--- src/sv/spbg_pkg.sv ---
// Shared types and constants of the swap pool byte generator.
// No dependencies; spbg_seq, the top level and the testbench import this package.
`timescale 1ns / 1ps

package spbg_pkg;

  localparam int unsigned PoolDepth = 256;
  localparam int unsigned PtrW      = $clog2(PoolDepth);
  localparam int unsigned ByteW     = 8;
  localparam int unsigned WordW     = 32;
  localparam int unsigned CntW      = 11;

  localparam logic [PtrW-1:0] ReproFirst  = 8'd224;
  localparam logic [PtrW-1:0] ReproSecond = 8'd32;
  localparam logic [CntW-1:0] DiscardMin  = 11'd256;
  localparam logic [CntW-1:0] DiscardMax  = 11'd1024;

  typedef enum logic {
    OP_GENERATE = 1'b0,
    OP_SEED     = 1'b1
  } op_e;

  typedef enum logic [6:0] {
    S_IDLE = 7'b0000001,
    S_FILL = 7'b0000010,
    S_RDA  = 7'b0000100,
    S_RDB  = 7'b0001000,
    S_WRA  = 7'b0010000,
    S_WRB  = 7'b0100000,
    S_EMIT = 7'b1000000
  } state_e;

  typedef struct packed {
    logic             we;
    logic [PtrW-1:0]  waddr;
    logic [ByteW-1:0] wdata;
    logic [PtrW-1:0]  raddr;
  } mem_req_t;

endpackage

--- src/sv/spbg_ram.sv ---
// Generic single write port, single read port RAM with registered read data.
// No dependencies.
`timescale 1ns / 1ps

module spbg_ram #(
  parameter int unsigned Width = 8,
  parameter int unsigned Depth = 256,
  localparam int unsigned AddrW = $clog2(Depth)
) (
  input  logic             clk_i,
  input  logic             we_i,
  input  logic [AddrW-1:0] waddr_i,
  input  logic [Width-1:0] wdata_i,
  input  logic [AddrW-1:0] raddr_i,
  output logic [Width-1:0] rdata_o
);

  logic [Width-1:0] mem [Depth];
  logic [Width-1:0] rdata_q;

  always_ff @(posedge clk_i) begin
    if (we_i) begin
      mem[waddr_i] <= wdata_i;
    end
    rdata_q <= mem[raddr_i];
  end

  assign rdata_o = rdata_q;

endmodule

--- src/sv/spbg_seq.sv ---
// Sequencer of the swap pool byte generator: pointers, seeding and the
// read/swap/write steps on the pool. Depends on spbg_pkg; drives spbg_ram.
`timescale 1ns / 1ps

module spbg_seq (
  input  logic                    clk_i,
  input  logic                    rst_ni,
  input  logic                    repro_mode_i,
  input  logic                    in_valid_i,
  output logic                    in_stall_o,
  input  logic                    op_i,
  input  logic [spbg_pkg::WordW-1:0] seed_word_i,
  output spbg_pkg::mem_req_t      mem_req_o,
  input  logic [spbg_pkg::ByteW-1:0] mem_rdata_i,
  output logic                    res_valid_o,
  input  logic                    res_free_i,
  output logic [spbg_pkg::ByteW-1:0] res_byte_o,
  output logic                    res_ns_o
);

  import spbg_pkg::*;

  state_e           state_q, state_d;
  logic [PtrW-1:0]  fp_q, fp_d;
  logic [PtrW-1:0]  sp_q, sp_d;
  logic [PtrW-1:0]  seed_fp_q, seed_fp_d;
  logic [PtrW-1:0]  seed_sp_q, seed_sp_d;
  logic [PtrW-1:0]  fill_cnt_q, fill_cnt_d;
  logic [CntW-1:0]  disc_cnt_q, disc_cnt_d;
  logic             seeded_q, seeded_d;
  logic             gen_q, gen_d;
  logic [ByteW-1:0] a_q, a_d;
  logic [ByteW-1:0] res_q, res_d;
  logic             ns_q, ns_d;

  logic [15:0]      disc_raw;
  logic [CntW-1:0]  disc_clamped;
  logic [PtrW-1:0]  j_ptr;

  // Discard count is {b1, b3} held to the range 256..1024.
  assign disc_raw = {seed_word_i[23:16], seed_word_i[7:0]};
  always_comb begin
    if (disc_raw < 16'(DiscardMin)) begin
      disc_clamped = DiscardMin;
    end else if (disc_raw > 16'(DiscardMax)) begin
      disc_clamped = DiscardMax;
    end else begin
      disc_clamped = disc_raw[CntW-1:0];
    end
  end

  assign j_ptr = sp_q + mem_rdata_i;

  always_comb begin
    state_d    = state_q;
    fp_d       = fp_q;
    sp_d       = sp_q;
    seed_fp_d  = seed_fp_q;
    seed_sp_d  = seed_sp_q;
    fill_cnt_d = fill_cnt_q;
    disc_cnt_d = disc_cnt_q;
    seeded_d   = seeded_q;
    gen_d      = gen_q;
    a_d        = a_q;
    res_d      = res_q;
    ns_d       = ns_q;
    mem_req_o  = '0;
    res_valid_o = 1'b0;

    case (state_q)
      S_IDLE: begin
        if (in_valid_i) begin
          if (op_e'(op_i) == OP_SEED) begin
            gen_d      = 1'b0;
            fill_cnt_d = '0;
            disc_cnt_d = disc_clamped;
            seed_fp_d  = seed_word_i[31:24];
            seed_sp_d  = seed_word_i[15:8];
            if (repro_mode_i || !seeded_q) begin
              state_d = S_FILL;
            end else begin
              fp_d    = seed_word_i[31:24];
              sp_d    = seed_word_i[15:8];
              state_d = S_RDA;
            end
          end else if (seeded_q) begin
            gen_d   = 1'b1;
            state_d = S_RDA;
          end else if (repro_mode_i) begin
            // Generate before any seed: run a reproducible seed first.
            gen_d      = 1'b1;
            fill_cnt_d = '0;
            state_d    = S_FILL;
          end else begin
            res_d   = '0;
            ns_d    = 1'b1;
            state_d = S_EMIT;
          end
        end
      end
      S_FILL: begin
        mem_req_o.we    = 1'b1;
        mem_req_o.waddr = fill_cnt_q;
        mem_req_o.wdata = ~fill_cnt_q;
        fill_cnt_d      = fill_cnt_q + 1'b1;
        if (fill_cnt_q == PtrW'(PoolDepth - 1)) begin
          if (repro_mode_i) begin
            fp_d     = ReproFirst;
            sp_d     = ReproSecond;
            seeded_d = 1'b1;
            state_d  = gen_q ? S_RDA : S_IDLE;
          end else begin
            fp_d    = seed_fp_q;
            sp_d    = seed_sp_q;
            state_d = S_RDA;
          end
        end
      end
      S_RDA: begin
        fp_d            = fp_q + 1'b1;
        mem_req_o.raddr = fp_q + 1'b1;
        state_d         = S_RDB;
      end
      S_RDB: begin
        a_d             = mem_rdata_i;
        sp_d            = j_ptr;
        mem_req_o.raddr = j_ptr;
        state_d         = S_WRA;
      end
      S_WRA: begin
        mem_req_o.we    = 1'b1;
        mem_req_o.waddr = fp_q;
        mem_req_o.wdata = mem_rdata_i;
        res_d           = a_q ^ mem_rdata_i;
        ns_d            = 1'b0;
        state_d         = S_WRB;
      end
      S_WRB: begin
        mem_req_o.we    = 1'b1;
        mem_req_o.waddr = sp_q;
        mem_req_o.wdata = a_q;
        if (gen_q) begin
          gen_d   = 1'b0;
          state_d = S_EMIT;
        end else begin
          disc_cnt_d = disc_cnt_q - 1'b1;
          if (disc_cnt_q == CntW'(1)) begin
            seeded_d = 1'b1;
            state_d  = S_IDLE;
          end else begin
            state_d = S_RDA;
          end
        end
      end
      S_EMIT: begin
        res_valid_o = 1'b1;
        if (res_free_i) begin
          state_d = S_IDLE;
        end
      end
      default: begin
        state_d = S_IDLE;
      end
    endcase
  end

  always_ff @(posedge clk_i or negedge rst_ni) begin
    if (!rst_ni) begin
      state_q    <= S_IDLE;
      fp_q       <= '0;
      sp_q       <= '0;
      fill_cnt_q <= '0;
      disc_cnt_q <= '0;
      seeded_q   <= 1'b0;
      gen_q      <= 1'b0;
    end else begin
      state_q    <= state_d;
      fp_q       <= fp_d;
      sp_q       <= sp_d;
      fill_cnt_q <= fill_cnt_d;
      disc_cnt_q <= disc_cnt_d;
      seeded_q   <= seeded_d;
      gen_q      <= gen_d;
    end
  end

  always_ff @(posedge clk_i) begin
    seed_fp_q <= seed_fp_d;
    seed_sp_q <= seed_sp_d;
    a_q       <= a_d;
    res_q     <= res_d;
    ns_q      <= ns_d;
  end

  assign in_stall_o = (state_q != S_IDLE);
  assign res_byte_o = res_q;
  assign res_ns_o   = ns_q;

  // The pool is never written while the sequencer waits for an item.
  assert property (@(posedge clk_i) disable iff (!rst_ni)
    (state_q == S_IDLE) |-> !mem_req_o.we)
    else $error("pool written while idle");

  // A discard pass always has bytes left to drop when it starts one.
  assert property (@(posedge clk_i) disable iff (!rst_ni)
    (state_q == S_RDA && !gen_q) |-> (disc_cnt_q != '0))
    else $error("discard pass started with zero count");

  // The last discard leaves the block seeded and idle.
  assert property (@(posedge clk_i) disable iff (!rst_ni)
    (state_q == S_WRB && !gen_q && disc_cnt_q == CntW'(1))
      |=> (seeded_q && state_q == S_IDLE))
    else $error("seed did not complete after last discard");

  // A refused generate never touches the pool or the pointers.
  assert property (@(posedge clk_i) disable iff (!rst_ni)
    (state_q == S_EMIT && ns_q) |-> (!seeded_q && $stable(fp_q) && $stable(sp_q)))
    else $error("refused generate changed state");

endmodule

--- src/sv/swap_pool_byte_generator.sv ---
// Top level of the swap pool byte generator: configuration register,
// output register, and the sequencer with its pool RAM (spbg_seq, spbg_ram).
`timescale 1ns / 1ps

// An ARC4-style byte generator over a 256-byte pool held in a single-port
// read, single-port write RAM. All work runs one step per cycle through the
// RAM ports, save while a result waits in S_EMIT for the output register,
// so the block takes one item at a time. A generate item that finds the
// block seeded steps through S_RDA, S_RDB, S_WRA and S_WRB (one read of each
// pool entry, one write each) and hands its result over in S_EMIT; the block
// accepts the next item once it is back in S_IDLE. A reproducible seed
// refills the pool; a word seed refills it (only on the first seed) and then
// runs one read/swap/write pass for each of the 256 to 1024 discarded bytes.
// A generate in reproducible mode before any seed first runs that refill.
// The result waits in the output register while the next item is taken in.
module swap_pool_byte_generator (
  input  logic                        clk_i,
  input  logic                        rst_ni,
  input  logic                        cfg_we_i,
  input  logic                        cfg_wdata_i,
  input  logic                        in_valid_i,
  output logic                        in_stall_o,
  input  logic                        op_i,
  input  logic [spbg_pkg::WordW-1:0]  seed_word_i,
  output logic                        out_valid_o,
  input  logic                        out_stall_i,
  output logic [spbg_pkg::ByteW-1:0]  rand_byte_o,
  output logic                        not_seeded_o
);

  import spbg_pkg::*;

  logic             repro_q;
  mem_req_t         mem_req;
  logic [ByteW-1:0] mem_rdata;
  logic             res_valid;
  logic             res_free;
  logic [ByteW-1:0] res_byte;
  logic             res_ns;
  logic             out_valid_q, out_valid_d;
  logic [ByteW-1:0] out_byte_q;
  logic             out_ns_q;

  always_ff @(posedge clk_i or negedge rst_ni) begin
    if (!rst_ni) begin
      repro_q <= 1'b1;
    end else if (cfg_we_i) begin
      repro_q <= cfg_wdata_i;
    end
  end

  spbg_seq u_seq (
    .clk_i        (clk_i),
    .rst_ni       (rst_ni),
    .repro_mode_i (repro_q),
    .in_valid_i   (in_valid_i),
    .in_stall_o   (in_stall_o),
    .op_i         (op_i),
    .seed_word_i  (seed_word_i),
    .mem_req_o    (mem_req),
    .mem_rdata_i  (mem_rdata),
    .res_valid_o  (res_valid),
    .res_free_i   (res_free),
    .res_byte_o   (res_byte),
    .res_ns_o     (res_ns)
  );

  spbg_ram #(
    .Width (ByteW),
    .Depth (PoolDepth)
  ) u_pool (
    .clk_i   (clk_i),
    .we_i    (mem_req.we),
    .waddr_i (mem_req.waddr),
    .wdata_i (mem_req.wdata),
    .raddr_i (mem_req.raddr),
    .rdata_o (mem_rdata)
  );

  // The output slot is free when empty or being taken this cycle.
  assign res_free = !out_valid_q || !out_stall_i;

  always_comb begin
    out_valid_d = out_valid_q;
    if (res_free) begin
      out_valid_d = res_valid;
    end
  end

  always_ff @(posedge clk_i or negedge rst_ni) begin
    if (!rst_ni) begin
      out_valid_q <= 1'b0;
    end else begin
      out_valid_q <= out_valid_d;
    end
  end

  always_ff @(posedge clk_i) begin
    if (res_free && res_valid) begin
      out_byte_q <= res_byte;
      out_ns_q   <= res_ns;
    end
  end

  assign out_valid_o  = out_valid_q;
  assign rand_byte_o  = out_byte_q;
  assign not_seeded_o = out_ns_q;

endmodule

--- config.mk ---
export PLATFORM = sky130hd
export DESIGN_NAME = swap_pool_byte_generator
export DESIGN_NICKNAME = d
export VERILOG_FILES = /design/src/sv/spbg_pkg.sv /design/src/sv/spbg_ram.sv /design/src/sv/spbg_seq.sv /design/src/sv/swap_pool_byte_generator.sv
export SDC_FILE = /design/constraint.sdc
export NUM_CORES = 2
export LEC_CHECK = 0
export BUFFER_PORTS_ARGS = -buffer_cell sky130_fd_sc_hd__buf_2
export CAP_MARGIN = 20
export CORE_ASPECT_RATIO = 0.8
export CORE_UTILIZATION = 45
export DETAILED_ROUTE_END_ITERATION = 8
export REMOVE_ABC_BUFFERS = 1
export SETUP_SLACK_MARGIN = 0.02
export SYNTH_ARGS = -nofsm -noshare
export SYNTH_HDL_FRONTEND = slang
export SYNTH_HIERARCHICAL = 1
export SYNTH_SLANG_ARGS = --single-unit
--- constraint.sdc ---
create_clock -name clk_i -period 15.5 [get_ports clk_i]
set_input_delay 2.325 -clock clk_i [delete_from_list [all_inputs] [get_ports clk_i]]
set_output_delay 2.325 -clock clk_i [all_outputs]
set_load 0.01 [all_outputs]
; Word-level counts from Yosys, hierarchy flattened
; Memory sizes are Yosys's and may differ from the RTL's. A register that Yosys moved wholly into a read port is not among the register bits.
; Index checks and enable logic that the tools add are counted.
[op_classes]
eq_ne = 24
reduce_logical = 21
muxes = 59
bitwise_logic = 2
n_lt_le_gt_ge = 2
n_addsub = 4
[ops]
columns = op, n
row1 = 8-bit two-way mux, 18
row2 = 7-bit two-way mux, 8
row3 = 11-bit two-way mux, 5
row4 = 17-bit one-hot mux with 3 select lines, 1
row5 = 7-bit one-hot mux with 7 select lines, 1
row6 = 8-bit one-hot mux with 2 select lines, 3
row7 = 8-bit one-hot mux with 3 select lines, 2
row8 = 11-bit one-hot mux with 2 select lines, 1
row9 = 5-bit AND reduction, 4
row10 = 2-bit != test (second input constant), 9
row11 = 8-bit by 1-bit adder with 8-bit output (second input constant), 2
row12 = 16-bit by 11-bit greater-than comparator with 1-bit output (second input constant), 1
row13 = 16-bit by 9-bit less-than comparator with 1-bit output (second input constant), 1
row14 = 1-bit two-way mux, 14
row15 = 11-bit by 1-bit == test with 1-bit output (second input constant), 1
row16 = 11-bit by 1-bit subtractor with 11-bit output (second input constant), 1
row17 = 3-bit two-way mux, 3
row18 = 3-bit AND reduction, 3
row19 = 8-bit adder, 1
row20 = 8-bit == test (second input constant), 1
row21 = 8-bit NOT, 1
row22 = 4-bit AND reduction, 2
row23 = 2-bit nonzero test, 4
row24 = 8-bit bitwise XOR, 1
row25 = other kinds (16), 24
[totals]
word_cells = 129
input_bits = 39
n_memories = 1
ramBits = 2048
regBits = 88
[mem_list]
columns = memory, words, width, rd, rd_ports_with_merged_regs, wr, line
row1 = u_pool.mem, 256, 8, 1, 1, 1, spbg_ram.sv:18  ; logic [Width-1:0] mem [Depth];

; Depth between registers and ports, before layout
[logic_depth]
depth_word = 6
mapped_depth = 19

; Cells and area by module
; Netlist, hierarchy kept.
[modules_own_cells]
columns = module, area_each_um2, instances, seq_area_each_um2, cells_per_inst
row1 = spbg_ram, 79556.3, 1, 61659.1, 3733
row2 = spbg_seq, 4697.0, 1, 2093.3, 486
row3 = swap_pool_byte_generator, 355.3, 1, 321.6, 15

; Least setup slack after synthesis
; Ideal clock, no wire load.
[synth_path]
path_kind = register -> register
start = reg u_seq.state_q[5]
end = mem u_pool.mem[0][0] (data pin)
t_required_ps = 13312
setup_ps = 2188
slack_ps = 1608
arrival_ps = 11705
stages_incl_launch_ff = 7
path_buffers = 3
period_less_slack_ps = 13892
path_cell_list = dfrtp_1 -> buf_6 -> or4_1 -> or3_1 -> buf_4 -> clkbuf_1 -> o21ai_0
[synth_lines]
columns = element, line
row1 = "start, declared", spbg_seq.sv:23  ; state_e state_q, state_d;
row2 = "start signal, assigned", spbg_seq.sv:177  ; state_q <= state_d;
row3 = "end, declared", spbg_ram.sv:18

==> results_dict.tcl <==
set metrics [dict create \
    ir_drop_mv 0.131 \
    largest_registers "u_pool/mem: 2048 flops, u_seq/disc_cnt_q: 11 flops" \
    cts_sinks 2144 \
    num_vias 43200 \
    synthTopCellsByArea "edfxtp_1 (74%), mux4_2 (12%), mux2i_1 (1.6%), nor2_1 (1.4%), a22oi_1 (1.4%)" \
    fillers 14700 \
    cp.required_ps 16180 \
    min_period_ps 7030 \
    grt_max_degree 185 \
    post-dp-hpwl_mm 129 \
    htree_levels 4 \
    fp.dieW_um 487 \
    synth_top_area_share_pct 74.2 \
    vias_per_cell 6.17 \
    p_per_area_mw_per_mm2 146 \
    failed_checks "max-slew violations" \
    async_reset_ff_share_pct 2.15 \
    cts_buffer_depth 3 \
    cts_made_buffers 203 \
    synth.distinct_cells 92 \
    route.detailed.drc 0 \
    firstDrtPassIters 6 \
    final_nets 4379 \
    clk_pin_slew_ps 70 \
    largest_reg_flops 2048 \
    tritoncts "yes" \
    syn_area_per_cell_um2 20.0 \
    max_slew.worst_pin.slew_ps 1500 \
    start_util_pct 45.5 \
    finalSetupViolCount 0 \
    top_register "u_pool/mem" \
    yosysWarnings 6 \
    portBuffers 49 \
    synthesis.area_mm2 0.0846 \
    grt_pass1_wl_mm 312 \
    die_area_mm2 0.190 \
    rsz0062_at_grt "false" \
    critical_path_class "register to register" \
    hp-class "register to register" \
    finalWirelength_mm 216 \
    cts_resized 0 \
    min_period_over_period_pct 45.4 \
    synthFlopType "edfxtp_1" \
    holdBufCountCts 0 \
    ant_nets 0 \
    synth-edff-count 2090 \
    grt_overflow 0 \
    status "finished, violations left" \
    synthCells 4234 \
    row_count 141 \
    grt_usage_pct 22.8 \
    maxSlewViolCount 1 \
    maxCapViolCount 0 \
    synth_top_cell_by_area "edfxtp_1" \
    die_h_um 390 \
    crit_path_max_fanout 89 \
    io_pins 50 \
    finalHoldViolCount 0 \
    fin_worst_skew_ps 70.7 \
    crit_arrival_ps 7720 \
    relSlewSlack_pct -0.304 \
    leakage_uw 0.0285 \
    post-cts-setup-buffers 0 \
    place_ws_ps 8380 \
    mostFrequentLayoutCell "edfxtp_1" \
    final_cell_mix "edfxtp_1 (2090), mux4_2 (454), nor2_1 (322), clkbuf_16 (204), a22oi_1 (153)" \
    drive_above_1_share_pct 21.1 \
    fmax_mhz 142 \
    grt_pass1_vias 42300 \
    timing.hold.ws_ps 420 \
    grt_antenna_before_repair 5 \
    cts.root.buffer_cell "clkbuf_16" \
    place_congestion 0.838 \
    ys_seq_area_share_pct 75.7 \
    wl_per_cell_um 30.8 \
    syn2layout_area_growth_pct 11.2 \
    crit_path_end_kind "register" \
    ys_seq_elements 2144 \
    clk_latency_ps 850 \
    drtIter0Drc 5105 \
    cp-start-kind "register" \
    dp_cells 6617 \
    finalNonFillerCells 7003 \
    core_area_mm2 0.186 \
    fin_ws_ps 8470 \
]
stage by stage:
step                setup TNS (ps)  util (%)  instance area, um2  power, uW
floorplan                  -491260         -               83000      10100
global placement                 0      47.0               87400       8920
detailed placement               0      47.1               87400       8940
CTS                              0      50.6               94000      13800
global route                     0      50.6               94100      14100
finish                           0      50.6               94100      13700
critical path, cell delays in order (launching register included):
cell	delay, ps
dfrtp_1	460
or4_4	620
or4b_4	680
o21ai_4	640
buf_12	540
buf_12	510
buf_4	730
mux4_2	620
mux4_2	480
nor2_1	170
a2111oi_0	100
nor3_1	980
nor4_2	100
final timing paths:
kind | end | slack [ps] | startpoint | cells after the start
min in group asynchronous | u_seq/fp_q[1] | 1580 | rst_ni | 2
max | u_pool/rdata_o[2] | 8470 | u_seq/state_q[5] | 12
max reg2reg | u_pool/rdata_o[2] | 8470 | u_seq/state_q[5] | 12
max in group asynchronous | u_seq/disc_cnt_q[7] | 13420 | rst_ni | 2
min | not_seeded_o | 420 | u_seq/res_ns_o | 0
min reg2reg | not_seeded_o | 420 | u_seq/res_ns_o | 0
power by group:
part | switching [uW] | total (uW) | internal, uW
clock | 2190 | 4880 | 2690
combinational | 1330 | 2020 | 684
sequential | 114 | 6810 | 6690
total | 3640 | 13700 | 10100
cells in the mapped netlist, types with 6 or more instances:
library cell,number
edfxtp_1,2090
mux4_2,454
nor2_1,325
a22oi_1,153
mux2i_1,136
clkbuf_1,124
a21oi_1,122
nand2_1,76
o21ai_0,65
nand3_1,46
o221ai_1,46
dfrtp_1,44
buf_2,34
nor2b_1,34
nor3_1,34
o22ai_1,31
buf_4,28
buf_6,28
nor4_1,28
a211oi_1,24
buf_1,23
a221oi_1,17
xnor2_1,15
buf_8,13
nand2b_1,13
nand4_1,13
and2_1,12
a22o_1,11
ha_1,11
inv_1,11
o211ai_1,11
buf_12,8
dfxtp_1,8
o22a_1,7
or2_2,7
a31oi_1,6
or4_1,6
xor2_1,6
cells by family after synthesis:
logic type,count (synthesis),synth area share (%)
flops,2144,75.7
simple gates,634,3.52
mux,596,13.8
compound gates,553,4.56
buf+inv,273,1.97
xor+xnor,21,0.217
fa+ha+maj,13,0.198
per-layer routing:
| metal | track usage (%) | wire (um) |
|---|---|---|
| met5 | 0 | 0 |
| met4 | 5.24 | 4170 |
| met3 | 5.48 | 20900 |
| met2 | 33.0 | 96200 |
| met1 | 34.9 | 94400 |
cell type report:
class,instances,area [um2],share of cell area [%]
Sequential cell,2144,64100,68.1
Timing Repair Buffer,147,1150,1.22
Antenna cell,2,5.00,0.00532
Clock inverter,114,1150,1.22
Inverter,15,62.6,0.0665
Clock buffer,262,5380,5.72
Multi-Input combinational cell,1817,19100,20.3
Tap cell,2502,3130,3.33
No activity file was read; power rests on OpenSTA's default activity.
